--- src/hw/rtl/cigar_alignment_span_defines.svh ---
// assertion macros for the cigar span block
`ifndef CIGAR_ALIGNMENT_SPAN_DEFINES_SVH
`define CIGAR_ALIGNMENT_SPAN_DEFINES_SVH

// same-cycle implication, checked outside reset
`define CAS_ASSERT_IMPLIES(label, clk, rst, ante, cons) \
   label: assert property (@(posedge clk) disable iff (rst) (ante) |-> (cons)) \
      else $error("assertion failed: label");

// next-cycle implication, checked outside reset
`define CAS_ASSERT_NEXT(label, clk, rst, ante, cons) \
   label: assert property (@(posedge clk) disable iff (rst) (ante) |=> (cons)) \
      else $error("assertion failed: label");

`endif

--- src/hw/rtl/cas_pkg.sv ---
// shared types and constants for the cigar span block
package cas_pkg;

   localparam int LEN_W       = 28;
   localparam int POS_W       = 31;
   localparam int QUEUE_DEPTH = 2;

   typedef enum logic [3:0] {
      OP_M  = 4'd0,
      OP_I  = 4'd1,
      OP_D  = 4'd2,
      OP_N  = 4'd3,
      OP_S  = 4'd4,
      OP_H  = 4'd5,
      OP_P  = 4'd6,
      OP_EQ = 4'd7,
      OP_X  = 4'd8
   } op_code_type;

   typedef struct packed {
      logic ref_use;
      logic query_use;
      logic aligned;
      logic soft_clip;
      logic bad;
   } op_class_type;

   typedef struct packed {
      op_class_type            cls;
      logic [LEN_W-1:0]        len;
      logic [POS_W-1:0]        start;
      logic                    start_sat;
      logic                    reverse;
      logic                    last;
   } element_type;

   typedef struct packed {
      logic        valid;
      element_type element;
   } queue_status_type;

endpackage

--- src/hw/rtl/cas_front.sv ---
// front end: classifies each cigar element and clamps the reference start
module cas_front #(
   parameter int ACC_WIDTH = 32
) (
   input  logic                      req_valid,
   output logic                      req_ready,
   input  logic [3:0]                req_op_code,
   input  logic [cas_pkg::LEN_W-1:0] req_op_length,
   input  logic [cas_pkg::POS_W-1:0] req_ref_start,
   input  logic                      req_reverse_strand,
   input  logic                      req_last_element,
   input  logic                      queue_ready,
   output logic                      push,
   output cas_pkg::element_type      element
);
   import cas_pkg::*;

   localparam int VAL_W = (ACC_WIDTH >= 32) ? 31 : ACC_WIDTH - 1;
   localparam logic [POS_W-1:0] START_LIMIT = POS_W'((64'd1 << VAL_W) - 64'd1);

   op_class_type cls;

   always_comb begin
      cls = '0;
      unique case (op_code_type'(req_op_code)) inside
         OP_M, OP_EQ, OP_X: begin
            cls.ref_use   = 1'b1;
            cls.query_use = 1'b1;
            cls.aligned   = 1'b1;
         end
         OP_I: begin
            cls.query_use = 1'b1;
            cls.aligned   = 1'b1;
         end
         OP_D, OP_N: begin
            cls.ref_use = 1'b1;
         end
         OP_S: begin
            cls.query_use = 1'b1;
            cls.soft_clip = 1'b1;
         end
         OP_H, OP_P: begin
         end
         default: begin
            cls.bad = 1'b1;
         end
      endcase
   end

   always_comb begin
      element.cls       = cls;
      element.len       = req_op_length;
      element.start_sat = (req_ref_start > START_LIMIT);
      element.start     = element.start_sat ? START_LIMIT : req_ref_start;
      element.reverse   = req_reverse_strand;
      element.last      = req_last_element;
   end

   assign req_ready = queue_ready;
   assign push      = req_valid & queue_ready;

endmodule

--- src/hw/rtl/cas_queue.sv ---
// short queue of classified elements between front and back
module cas_queue (
   input  logic                      clock,
   input  logic                      reset,
   input  logic                      push,
   input  cas_pkg::element_type      push_element,
   output logic                      ready,
   input  logic                      pop,
   output cas_pkg::queue_status_type status
);
   import cas_pkg::*;

   localparam int PTR_W = (QUEUE_DEPTH > 1) ? $clog2(QUEUE_DEPTH) : 1;
   localparam int CNT_W = $clog2(QUEUE_DEPTH + 1);

   element_type      mem_ff [QUEUE_DEPTH];
   logic [PTR_W-1:0] wr_ptr_ff, wr_ptr_in;
   logic [PTR_W-1:0] rd_ptr_ff, rd_ptr_in;
   logic [CNT_W-1:0] count_ff, count_in;

   function automatic logic [PTR_W-1:0] next_ptr(input logic [PTR_W-1:0] p);
      return (p == PTR_W'(QUEUE_DEPTH - 1)) ? '0 : p + PTR_W'(1);
   endfunction

   assign ready          = (count_ff != CNT_W'(QUEUE_DEPTH));
   assign status.valid   = (count_ff != '0);
   assign status.element = mem_ff[rd_ptr_ff];

   always_comb begin
      wr_ptr_in = push ? next_ptr(wr_ptr_ff) : wr_ptr_ff;
      rd_ptr_in = pop  ? next_ptr(rd_ptr_ff) : rd_ptr_ff;
      count_in  = count_ff;
      if (push && !pop) begin
         count_in = count_ff + CNT_W'(1);
      end else if (pop && !push) begin
         count_in = count_ff - CNT_W'(1);
      end
   end

   always_ff @(posedge clock) begin
      if (reset) begin
         wr_ptr_ff <= '0;
         rd_ptr_ff <= '0;
         count_ff  <= '0;
      end else begin
         wr_ptr_ff <= wr_ptr_in;
         rd_ptr_ff <= rd_ptr_in;
         count_ff  <= count_in;
      end
   end

   always_ff @(posedge clock) begin
      if (push) begin
         mem_ff[wr_ptr_ff] <= push_element;
      end
   end

endmodule

--- src/hw/rtl/cas_back.sv ---
// back end: saturating span accumulators and result register
module cas_back #(
   parameter int ACC_WIDTH = 32
) (
   input  logic                      clock,
   input  logic                      reset,
   input  cas_pkg::queue_status_type status,
   output logic                      pop,
   output logic                      rsp_valid,
   input  logic                      rsp_ready,
   output logic [cas_pkg::POS_W-1:0] rsp_ref_end,
   output logic [cas_pkg::POS_W-1:0] rsp_query_start,
   output logic [cas_pkg::POS_W-1:0] rsp_query_end,
   output logic [cas_pkg::POS_W-1:0] rsp_query_length,
   output logic [cas_pkg::POS_W-1:0] rsp_left_clip,
   output logic [cas_pkg::POS_W-1:0] rsp_right_clip,
   output logic                      rsp_bad_op_seen,
   output logic                      rsp_overflow
);
   import cas_pkg::*;

   localparam int VAL_W = (ACC_WIDTH >= 32) ? 31 : ACC_WIDTH - 1;
   localparam int SUM_W = ((VAL_W > LEN_W) ? VAL_W : LEN_W) + 1;
   localparam logic [VAL_W-1:0] LIMIT_VAL = {VAL_W{1'b1}};
   localparam logic [SUM_W-1:0] LIMIT_SUM = SUM_W'(LIMIT_VAL);

   // {saturated, value}
   function automatic logic [VAL_W:0] sat_add(input logic [VAL_W-1:0] a,
                                              input logic [LEN_W-1:0] b);
      logic [SUM_W-1:0] s;
      s = SUM_W'(a) + SUM_W'(b);
      if (s > LIMIT_SUM) begin
         return {1'b1, LIMIT_VAL};
      end
      return {1'b0, s[VAL_W-1:0]};
   endfunction

   element_type e;

   logic [VAL_W-1:0] ref_ff, ref_in, qlen_ff, qlen_in;
   logic [VAL_W-1:0] lead_ff, lead_in, trail_ff, trail_in;
   logic aligned_ff, aligned_in, mid_ff, mid_in, strand_ff, strand_in;
   logic bad_ff, bad_in, sat_ff, sat_in;

   logic [VAL_W-1:0] base_ref, base_qlen, base_lead, base_trail;
   logic base_aligned, base_sat, base_bad, base_strand;
   logic [VAL_W:0] ref_sum, qlen_sum, lead_sum, trail_sum;
   logic emit;

   logic rsp_valid_ff, rsp_valid_in;
   logic [VAL_W-1:0] out_ref_ff, out_qlen_ff, out_lead_ff, out_trail_ff;
   logic out_strand_ff, out_bad_ff, out_sat_ff;
   logic [VAL_W-1:0] qs, clip;

   assign e    = status.element;
   assign pop  = status.valid & (~e.last | ~rsp_valid_ff | rsp_ready);
   assign emit = pop & e.last;

   always_comb begin
      // first element of a segment starts from the sampled start
      base_ref     = mid_ff ? ref_ff     : e.start[VAL_W-1:0];
      base_qlen    = mid_ff ? qlen_ff    : '0;
      base_lead    = mid_ff ? lead_ff    : '0;
      base_trail   = mid_ff ? trail_ff   : '0;
      base_aligned = mid_ff ? aligned_ff : 1'b0;
      base_sat     = mid_ff ? sat_ff     : e.start_sat;
      base_bad     = mid_ff ? bad_ff     : 1'b0;
      base_strand  = mid_ff ? strand_ff  : e.reverse;

      ref_sum   = sat_add(base_ref, e.len);
      qlen_sum  = sat_add(base_qlen, e.len);
      lead_sum  = sat_add(base_lead, e.len);
      trail_sum = sat_add(base_trail, e.len);

      ref_in     = base_ref;
      qlen_in    = base_qlen;
      lead_in    = base_lead;
      trail_in   = base_trail;
      aligned_in = base_aligned | e.cls.aligned;
      sat_in     = base_sat;
      bad_in     = base_bad | e.cls.bad;
      strand_in  = base_strand;

      if (e.cls.ref_use) begin
         ref_in = ref_sum[VAL_W-1:0];
         sat_in = sat_in | ref_sum[VAL_W];
      end
      if (e.cls.query_use) begin
         qlen_in = qlen_sum[VAL_W-1:0];
         sat_in  = sat_in | qlen_sum[VAL_W];
      end
      if (e.cls.soft_clip) begin
         trail_in = trail_sum[VAL_W-1:0];
         sat_in   = sat_in | trail_sum[VAL_W];
         if (!base_aligned) begin
            lead_in = lead_sum[VAL_W-1:0];
            sat_in  = sat_in | lead_sum[VAL_W];
         end
      end
      if (e.cls.aligned) begin
         trail_in = '0;
      end

      mid_in = ~e.last;
   end

   always_comb begin
      rsp_valid_in = rsp_valid_ff;
      if (emit) begin
         rsp_valid_in = 1'b1;
      end else if (rsp_ready) begin
         rsp_valid_in = 1'b0;
      end
   end

   always_ff @(posedge clock) begin
      if (reset) begin
         ref_ff       <= '0;
         qlen_ff      <= '0;
         lead_ff      <= '0;
         trail_ff     <= '0;
         aligned_ff   <= 1'b0;
         mid_ff       <= 1'b0;
         strand_ff    <= 1'b0;
         bad_ff       <= 1'b0;
         sat_ff       <= 1'b0;
         rsp_valid_ff <= 1'b0;
      end else begin
         rsp_valid_ff <= rsp_valid_in;
         if (pop) begin
            ref_ff     <= ref_in;
            qlen_ff    <= qlen_in;
            lead_ff    <= lead_in;
            trail_ff   <= trail_in;
            aligned_ff <= aligned_in;
            mid_ff     <= mid_in;
            strand_ff  <= strand_in;
            bad_ff     <= bad_in;
            sat_ff     <= sat_in;
         end
      end
   end

   always_ff @(posedge clock) begin
      if (emit) begin
         out_ref_ff    <= ref_in;
         out_qlen_ff   <= qlen_in;
         out_lead_ff   <= lead_in;
         out_trail_ff  <= trail_in;
         out_strand_ff <= strand_in;
         out_bad_ff    <= bad_in;
         out_sat_ff    <= sat_in;
      end
   end

   // strand picks which clip opens the query range
   assign qs   = out_strand_ff ? out_trail_ff : out_lead_ff;
   assign clip = out_strand_ff ? out_lead_ff  : out_trail_ff;

   assign rsp_valid        = rsp_valid_ff;
   assign rsp_ref_end      = POS_W'(out_ref_ff);
   assign rsp_query_start  = POS_W'(qs);
   assign rsp_query_end    = (clip > out_qlen_ff) ? '0 : POS_W'(out_qlen_ff - clip);
   assign rsp_query_length = POS_W'(out_qlen_ff);
   assign rsp_left_clip    = POS_W'(out_lead_ff);
   assign rsp_right_clip   = POS_W'(out_trail_ff);
   assign rsp_bad_op_seen  = out_bad_ff;
   assign rsp_overflow     = out_sat_ff;

endmodule

--- src/hw/rtl/cigar_alignment_span.sv ---
// top level of the cigar reference and query span block
// takes one cigar element per transaction and sustains one element per clock
// while the back end is not stalled; the accumulators in the back end close
// their saturating add combinationally, so back-to-back elements of a segment
// never wait on each other. the segment result is registered when its last
// element leaves the head of the element queue (acceptance writes the queue,
// the pop of that element loads the result register and raises rsp_valid).
// the result register holds a finished segment while the next segment's
// elements keep flowing; the back end stalls only when a second result is
// ready and the first has not been taken, and the two-entry queue, whose head
// then holds the stalled element, absorbs at most one more element before req_ready
// drops.
// sums saturate at 2^31-1 (or 2^(ACC_WIDTH-1)-1 for narrower accumulators)
// and set rsp_overflow; unknown op codes change nothing and set
// rsp_bad_op_seen.
`include "cigar_alignment_span_defines.svh"

module cigar_alignment_span #(
   parameter int ACC_WIDTH = 32
) (
   input  logic                      clock,
   input  logic                      reset,
   input  logic                      req_valid,
   output logic                      req_ready,
   input  logic [3:0]                req_op_code,
   input  logic [cas_pkg::LEN_W-1:0] req_op_length,
   input  logic [cas_pkg::POS_W-1:0] req_ref_start,
   input  logic                      req_reverse_strand,
   input  logic                      req_last_element,
   output logic                      rsp_valid,
   input  logic                      rsp_ready,
   output logic [cas_pkg::POS_W-1:0] rsp_ref_end,
   output logic [cas_pkg::POS_W-1:0] rsp_query_start,
   output logic [cas_pkg::POS_W-1:0] rsp_query_end,
   output logic [cas_pkg::POS_W-1:0] rsp_query_length,
   output logic [cas_pkg::POS_W-1:0] rsp_left_clip,
   output logic [cas_pkg::POS_W-1:0] rsp_right_clip,
   output logic                      rsp_bad_op_seen,
   output logic                      rsp_overflow
);
   import cas_pkg::*;

   // front to queue
   logic             queue_ready;
   logic             push;
   element_type      push_element;

   // queue to back
   queue_status_type q_status;
   logic             pop;

   // decode and clamp, no storage
   cas_front #(
      .ACC_WIDTH (ACC_WIDTH)
   ) u_front (
      .req_valid          (req_valid),
      .req_ready          (req_ready),
      .req_op_code        (req_op_code),
      .req_op_length      (req_op_length),
      .req_ref_start      (req_ref_start),
      .req_reverse_strand (req_reverse_strand),
      .req_last_element   (req_last_element),
      .queue_ready        (queue_ready),
      .push               (push),
      .element            (push_element)
   );

   // decouples the front from back-end stalls
   cas_queue u_queue (
      .clock        (clock),
      .reset        (reset),
      .push         (push),
      .push_element (push_element),
      .ready        (queue_ready),
      .pop          (pop),
      .status       (q_status)
   );

   // accumulators and result register
   cas_back #(
      .ACC_WIDTH (ACC_WIDTH)
   ) u_back (
      .clock            (clock),
      .reset            (reset),
      .status           (q_status),
      .pop              (pop),
      .rsp_valid        (rsp_valid),
      .rsp_ready        (rsp_ready),
      .rsp_ref_end      (rsp_ref_end),
      .rsp_query_start  (rsp_query_start),
      .rsp_query_end    (rsp_query_end),
      .rsp_query_length (rsp_query_length),
      .rsp_left_clip    (rsp_left_clip),
      .rsp_right_clip   (rsp_right_clip),
      .rsp_bad_op_seen  (rsp_bad_op_seen),
      .rsp_overflow     (rsp_overflow)
   );

   // the back end never pops an empty queue
   `CAS_ASSERT_IMPLIES(a_pop_needs_entry, clock, reset, pop, q_status.valid)
   // a full queue always offers an element to the back end
   `CAS_ASSERT_IMPLIES(a_full_has_entry, clock, reset, !req_ready, q_status.valid)
   // clips never exceed the query length of the segment
   `CAS_ASSERT_IMPLIES(a_clip_bound, clock, reset, rsp_valid,
                       rsp_left_clip <= rsp_query_length && rsp_right_clip <= rsp_query_length)
   // the query range stays inside the query
   `CAS_ASSERT_IMPLIES(a_query_range, clock, reset, rsp_valid,
                       rsp_query_end <= rsp_query_length)

endmodule
--- config.mk ---
export PLATFORM = sky130hd
export DESIGN_NAME = cigar_alignment_span
export DESIGN_NICKNAME = d
export VERILOG_FILES = /design/src/hw/rtl/cas_pkg.sv /design/src/hw/rtl/cas_front.sv /design/src/hw/rtl/cas_queue.sv /design/src/hw/rtl/cas_back.sv /design/src/hw/rtl/cigar_alignment_span.sv
export VERILOG_INCLUDE_DIRS = /design/src /design/src/hw/rtl
export SDC_FILE = /design/constraint.sdc
export NUM_CORES = 1
export LEC_CHECK = 0
export CELL_PAD_IN_SITES_DETAIL_PLACEMENT = 0
export CELL_PAD_IN_SITES_GLOBAL_PLACEMENT = 1
export CORE_ASPECT_RATIO = 1.1
export CORE_MARGIN = 3
export CORE_UTILIZATION = 46
export DETAILED_ROUTE_END_ITERATION = 8
export DONT_BUFFER_PORTS = 1
export PLACE_DENSITY = 0.76
export SYNTH_ARGS = -nofsm -noshare
export SYNTH_HDL_FRONTEND = slang
export SYNTH_SLANG_ARGS = --single-unit
--- constraint.sdc ---
create_clock -name clock -period 9.2 [get_ports clock]
set_clock_uncertainty 0.2 [all_clocks]
set_input_delay 1.84 -clock clock [delete_from_list [all_inputs] [get_ports clock]]
set_output_delay 1.84 -clock clock [all_outputs]
set_load 0.02 [all_outputs]
==> flow_summary.json <==
{
  "status": "completed",
  "postRouteAntennaNets": 0,
  "finalCriticalPeriod_ns": 8.04,
  "post_dp_cell_area_mm2": 0.0253,
  "synth.avg_cell_area_um2": 9.61,
  "synth_fa_ha_area_share_pct": 7.66,
  "grt_max_degree": 93,
  "drv_cap": 0,
  "die_y_um": 250,
  "drv_slew": 0,
  "hpwlAfterDp_um": 58600,
  "drc": 0,
  "utilization_pct": 50.6,
  "synthToLayoutAreaGrowth_pct": 7.83,
  "criticalPathCategory": "reg2out",
  "core_area_mm2": 0.0530,
  "dieWidth_um": 228,
  "yosysUniqueCellTypes": 90,
  "synth_top_family_by_area": "compound AO/OA/AOI/OAI gates",
  "hold_path.class": "reg2reg",
  "wire_per_inst_um": 25.1,
  "final_nets": 2712,
  "root_buffer": "clkbuf_16",
  "yosys_register_bits": 396,
  "netlist_area_mm2": 0.0248,
  "post-route-period-util_pct": 87.4,
  "port_buffers": 0,
  "start_util_pct": 46.9,
  "yosys.area.top_type_share_pct": 31.6,
  "synth_compound_area_share_pct": 20.7,
  "boundaryPins": 259,
  "synth_edf_count": 261,
  "drtIter0Drc": 1813,
  "grt_pass1_wl_um": 120000,
  "leakagePower_nw": 10.6,
  "drt-pass1-iter-count": 6,
  "crit_start": "u_back.out_strand_ff",
  "grt_pass1_vias": 19000,
  "fp-row-count": 88,
  "vias_per_cell": 6.12,
  "endpoint_kind": "output pin",
  "n_antenna_cell": 0,
  "start_kind": "register",
  "hold_start": "u_back.trail_ff[7]",
  "final_cell_area_mm2": 0.0268,
  "synth-simple-area-share_pct": 14.8,
  "vias": 19900,
  "hold_viol": 0,
  "cts_resized": 0,
  "ir_worst_vdd_uv": 199,
  "relSlewSlack_pct": 26.8,
  "fmax_mhz": 124,
  "cp.required_ns": 7.16,
  "yosysMostFrequentCell": "edfxtp_1",
  "clock-sinks": 396,
  "grt_usage_pct": 28.0,
  "layout-drive-gt1-share_pct": 9.13,
  "die_area_mm2": 0.0568,
  "tns_ns": 0,
  "path_clk_slew_ns": 0.06,
  "hold_slack_ns": 0.252,
  "yosysTopAreaCell": "edfxtp_1",
  "cp.arrival_ns": 6.00,
  "insertion_delay_ns": 0.59,
  "yosysWarnings": 0,
  "muxShareOfSynthArea_pct": 6.45,
  "setup_violations": 0,
  "drt_wl_total_um": 81700,
  "p_per_area_mw_per_mm2": 389,
  "synth-xor-area-share_pct": 4.13,
  "htree_levels": 2,
  "antenna_found_initial": 1,
  "cts_setup_buffers": 0,
  "rsz0062_at_grt": "no",
  "synth_cells": 2585,
  "clk_path_buf_depth": 3,
  "yosys_most_used_dff": "edfxtp_1",
  "worstMarginPinSlew_ns": 1.10,
  "grt-ovfl-total": 0,
  "yosys-top-cells-area": "edfxtp_1 32%, dfxtp_1 11%, ha_1 7.3%",
  "numCtsBuffers": 43,
  "ctsHoldBuffers": 0,
  "yosys-top-cells-count": "261 x edfxtp_1, 227 x nor2_1, 223 x a21oi_1, 223 x nand2_1, 144 x ha_1",
  "async_reset_ff_share_pct": 0,
  "cp_max_fo": 45,
  "ys_seq_area_share_pct": 42.4,
  "total_power_w": 0.0104,
  "place_congestion": 0.900,
  "tritoncts": "done"
}
[state kept, by name (all words and copies together), names as in the netlist, named ones only]
signal                   count
u_back.rsp_valid             1
u_back.rsp_left_clip        31
u_queue.rd_ptr_ff            1
u_back.qlen_ff              31
u_back.strand_ff             1
u_back.rsp_ref_end          31
u_back.rsp_overflow          1
u_queue.count_ff             2
u_back.trail_ff             31
u_back.ref_ff               31
u_back.lead_ff              31
u_queue.mem_ff             134
u_back.sat_ff                1
u_back.rsp_bad_op_seen       1
u_back.rsp_right_clip       31
u_back.rsp_query_length     31
u_back.bad_ff                1
u_back.out_strand_ff         1
u_back.aligned_ff            1
u_back.mid_ff                1
u_queue.wr_ptr_ff            1
[worst max-delay path, cell delays in order (launching register included)]
cell and delay [ns]:
edfxtp_1 0.92, buf_4 0.69, mux2i_1 0.28, ha_1 0.33
a21o_1 0.21, a21o_1 0.17, a2111oi_0 0.52, o21ai_0 0.25
and3_1 0.23, a221oi_2 0.31, a21o_1 0.20, o21a_1 0.87
nor3_1 0.37
[report_power, final]
part	leakage, nW	internal [W]	switching, W
Clock	0.702	0.00105	0.000755
Sequential	3.55	0.00256	0.000631
Combinational	6.37	0.00182	0.00362
[metrics by stage]
step           setup slack (ns)  instances
2_1_floorplan             0.275       2586
3_3_place_gp               1.96       3169
3_5_place_dp               1.83       3169
4_1_cts                    1.17       3249
5_1_grt                   0.707       3249
6_report                   1.16       3249
[area by class of cell]
type                    count  area [um^2]
fillers                  4855        26200
inverters                  78          294
flip-flops and latches    396        10500
clock buffers              59         1180
multi-input cells        1952        13400
repair buffers             23          173
clock inverters            21          278
well taps                 720          901
[cell usage in the layout (no fill, tap or decap), types with 44 or more instances in the layout]
master and count:
edfxtp_1 261, nor2_1 225, nand2_1 223, a21oi_1 222, ha_1 144, dfxtp_1 133
o21ai_0 125, mux2i_1 85, inv_1 76, a21o_1 76, xnor2_1 66, mux2_2 64
and2_1 64, nand3_1 53, xor2_1 51, and3_1 47, nor3_1 46, clkbuf_16 44
[routing by layer]
layer	vias up	share of wire [%]	GRT usage [%]
li1	9394	-	-
met1	9607	41	35.2
met2	722	47	45.9
met3	165	6.8	5.49
met4	0	5.8	14.1
met5	-	0	0
[cell families (layout without fill, tap and decap cells)]
family	after synthesis	in the layout
and+or+nand+nor	774	774
AOI/OAI and AO/OA	758	758
DFF	396	396
buffers and inverters	238	181
muxes	152	152
adders and majority gates	149	149
xor gates and xnor gates	117	117
other	1	2
[path summary, 6_finish.rpt]
check        slack, ns                endpoint  cells past startpoint
min               0.25      u_back.trail_ff[7]                      2
min reg2reg       0.25      u_back.trail_ff[7]                      2
max reg2reg       3.91  u_back.rsp_ref_end[30]                     14
max               1.16       rsp_query_end[20]                     12
Note: power is estimated with default switching activity, not from simulation.
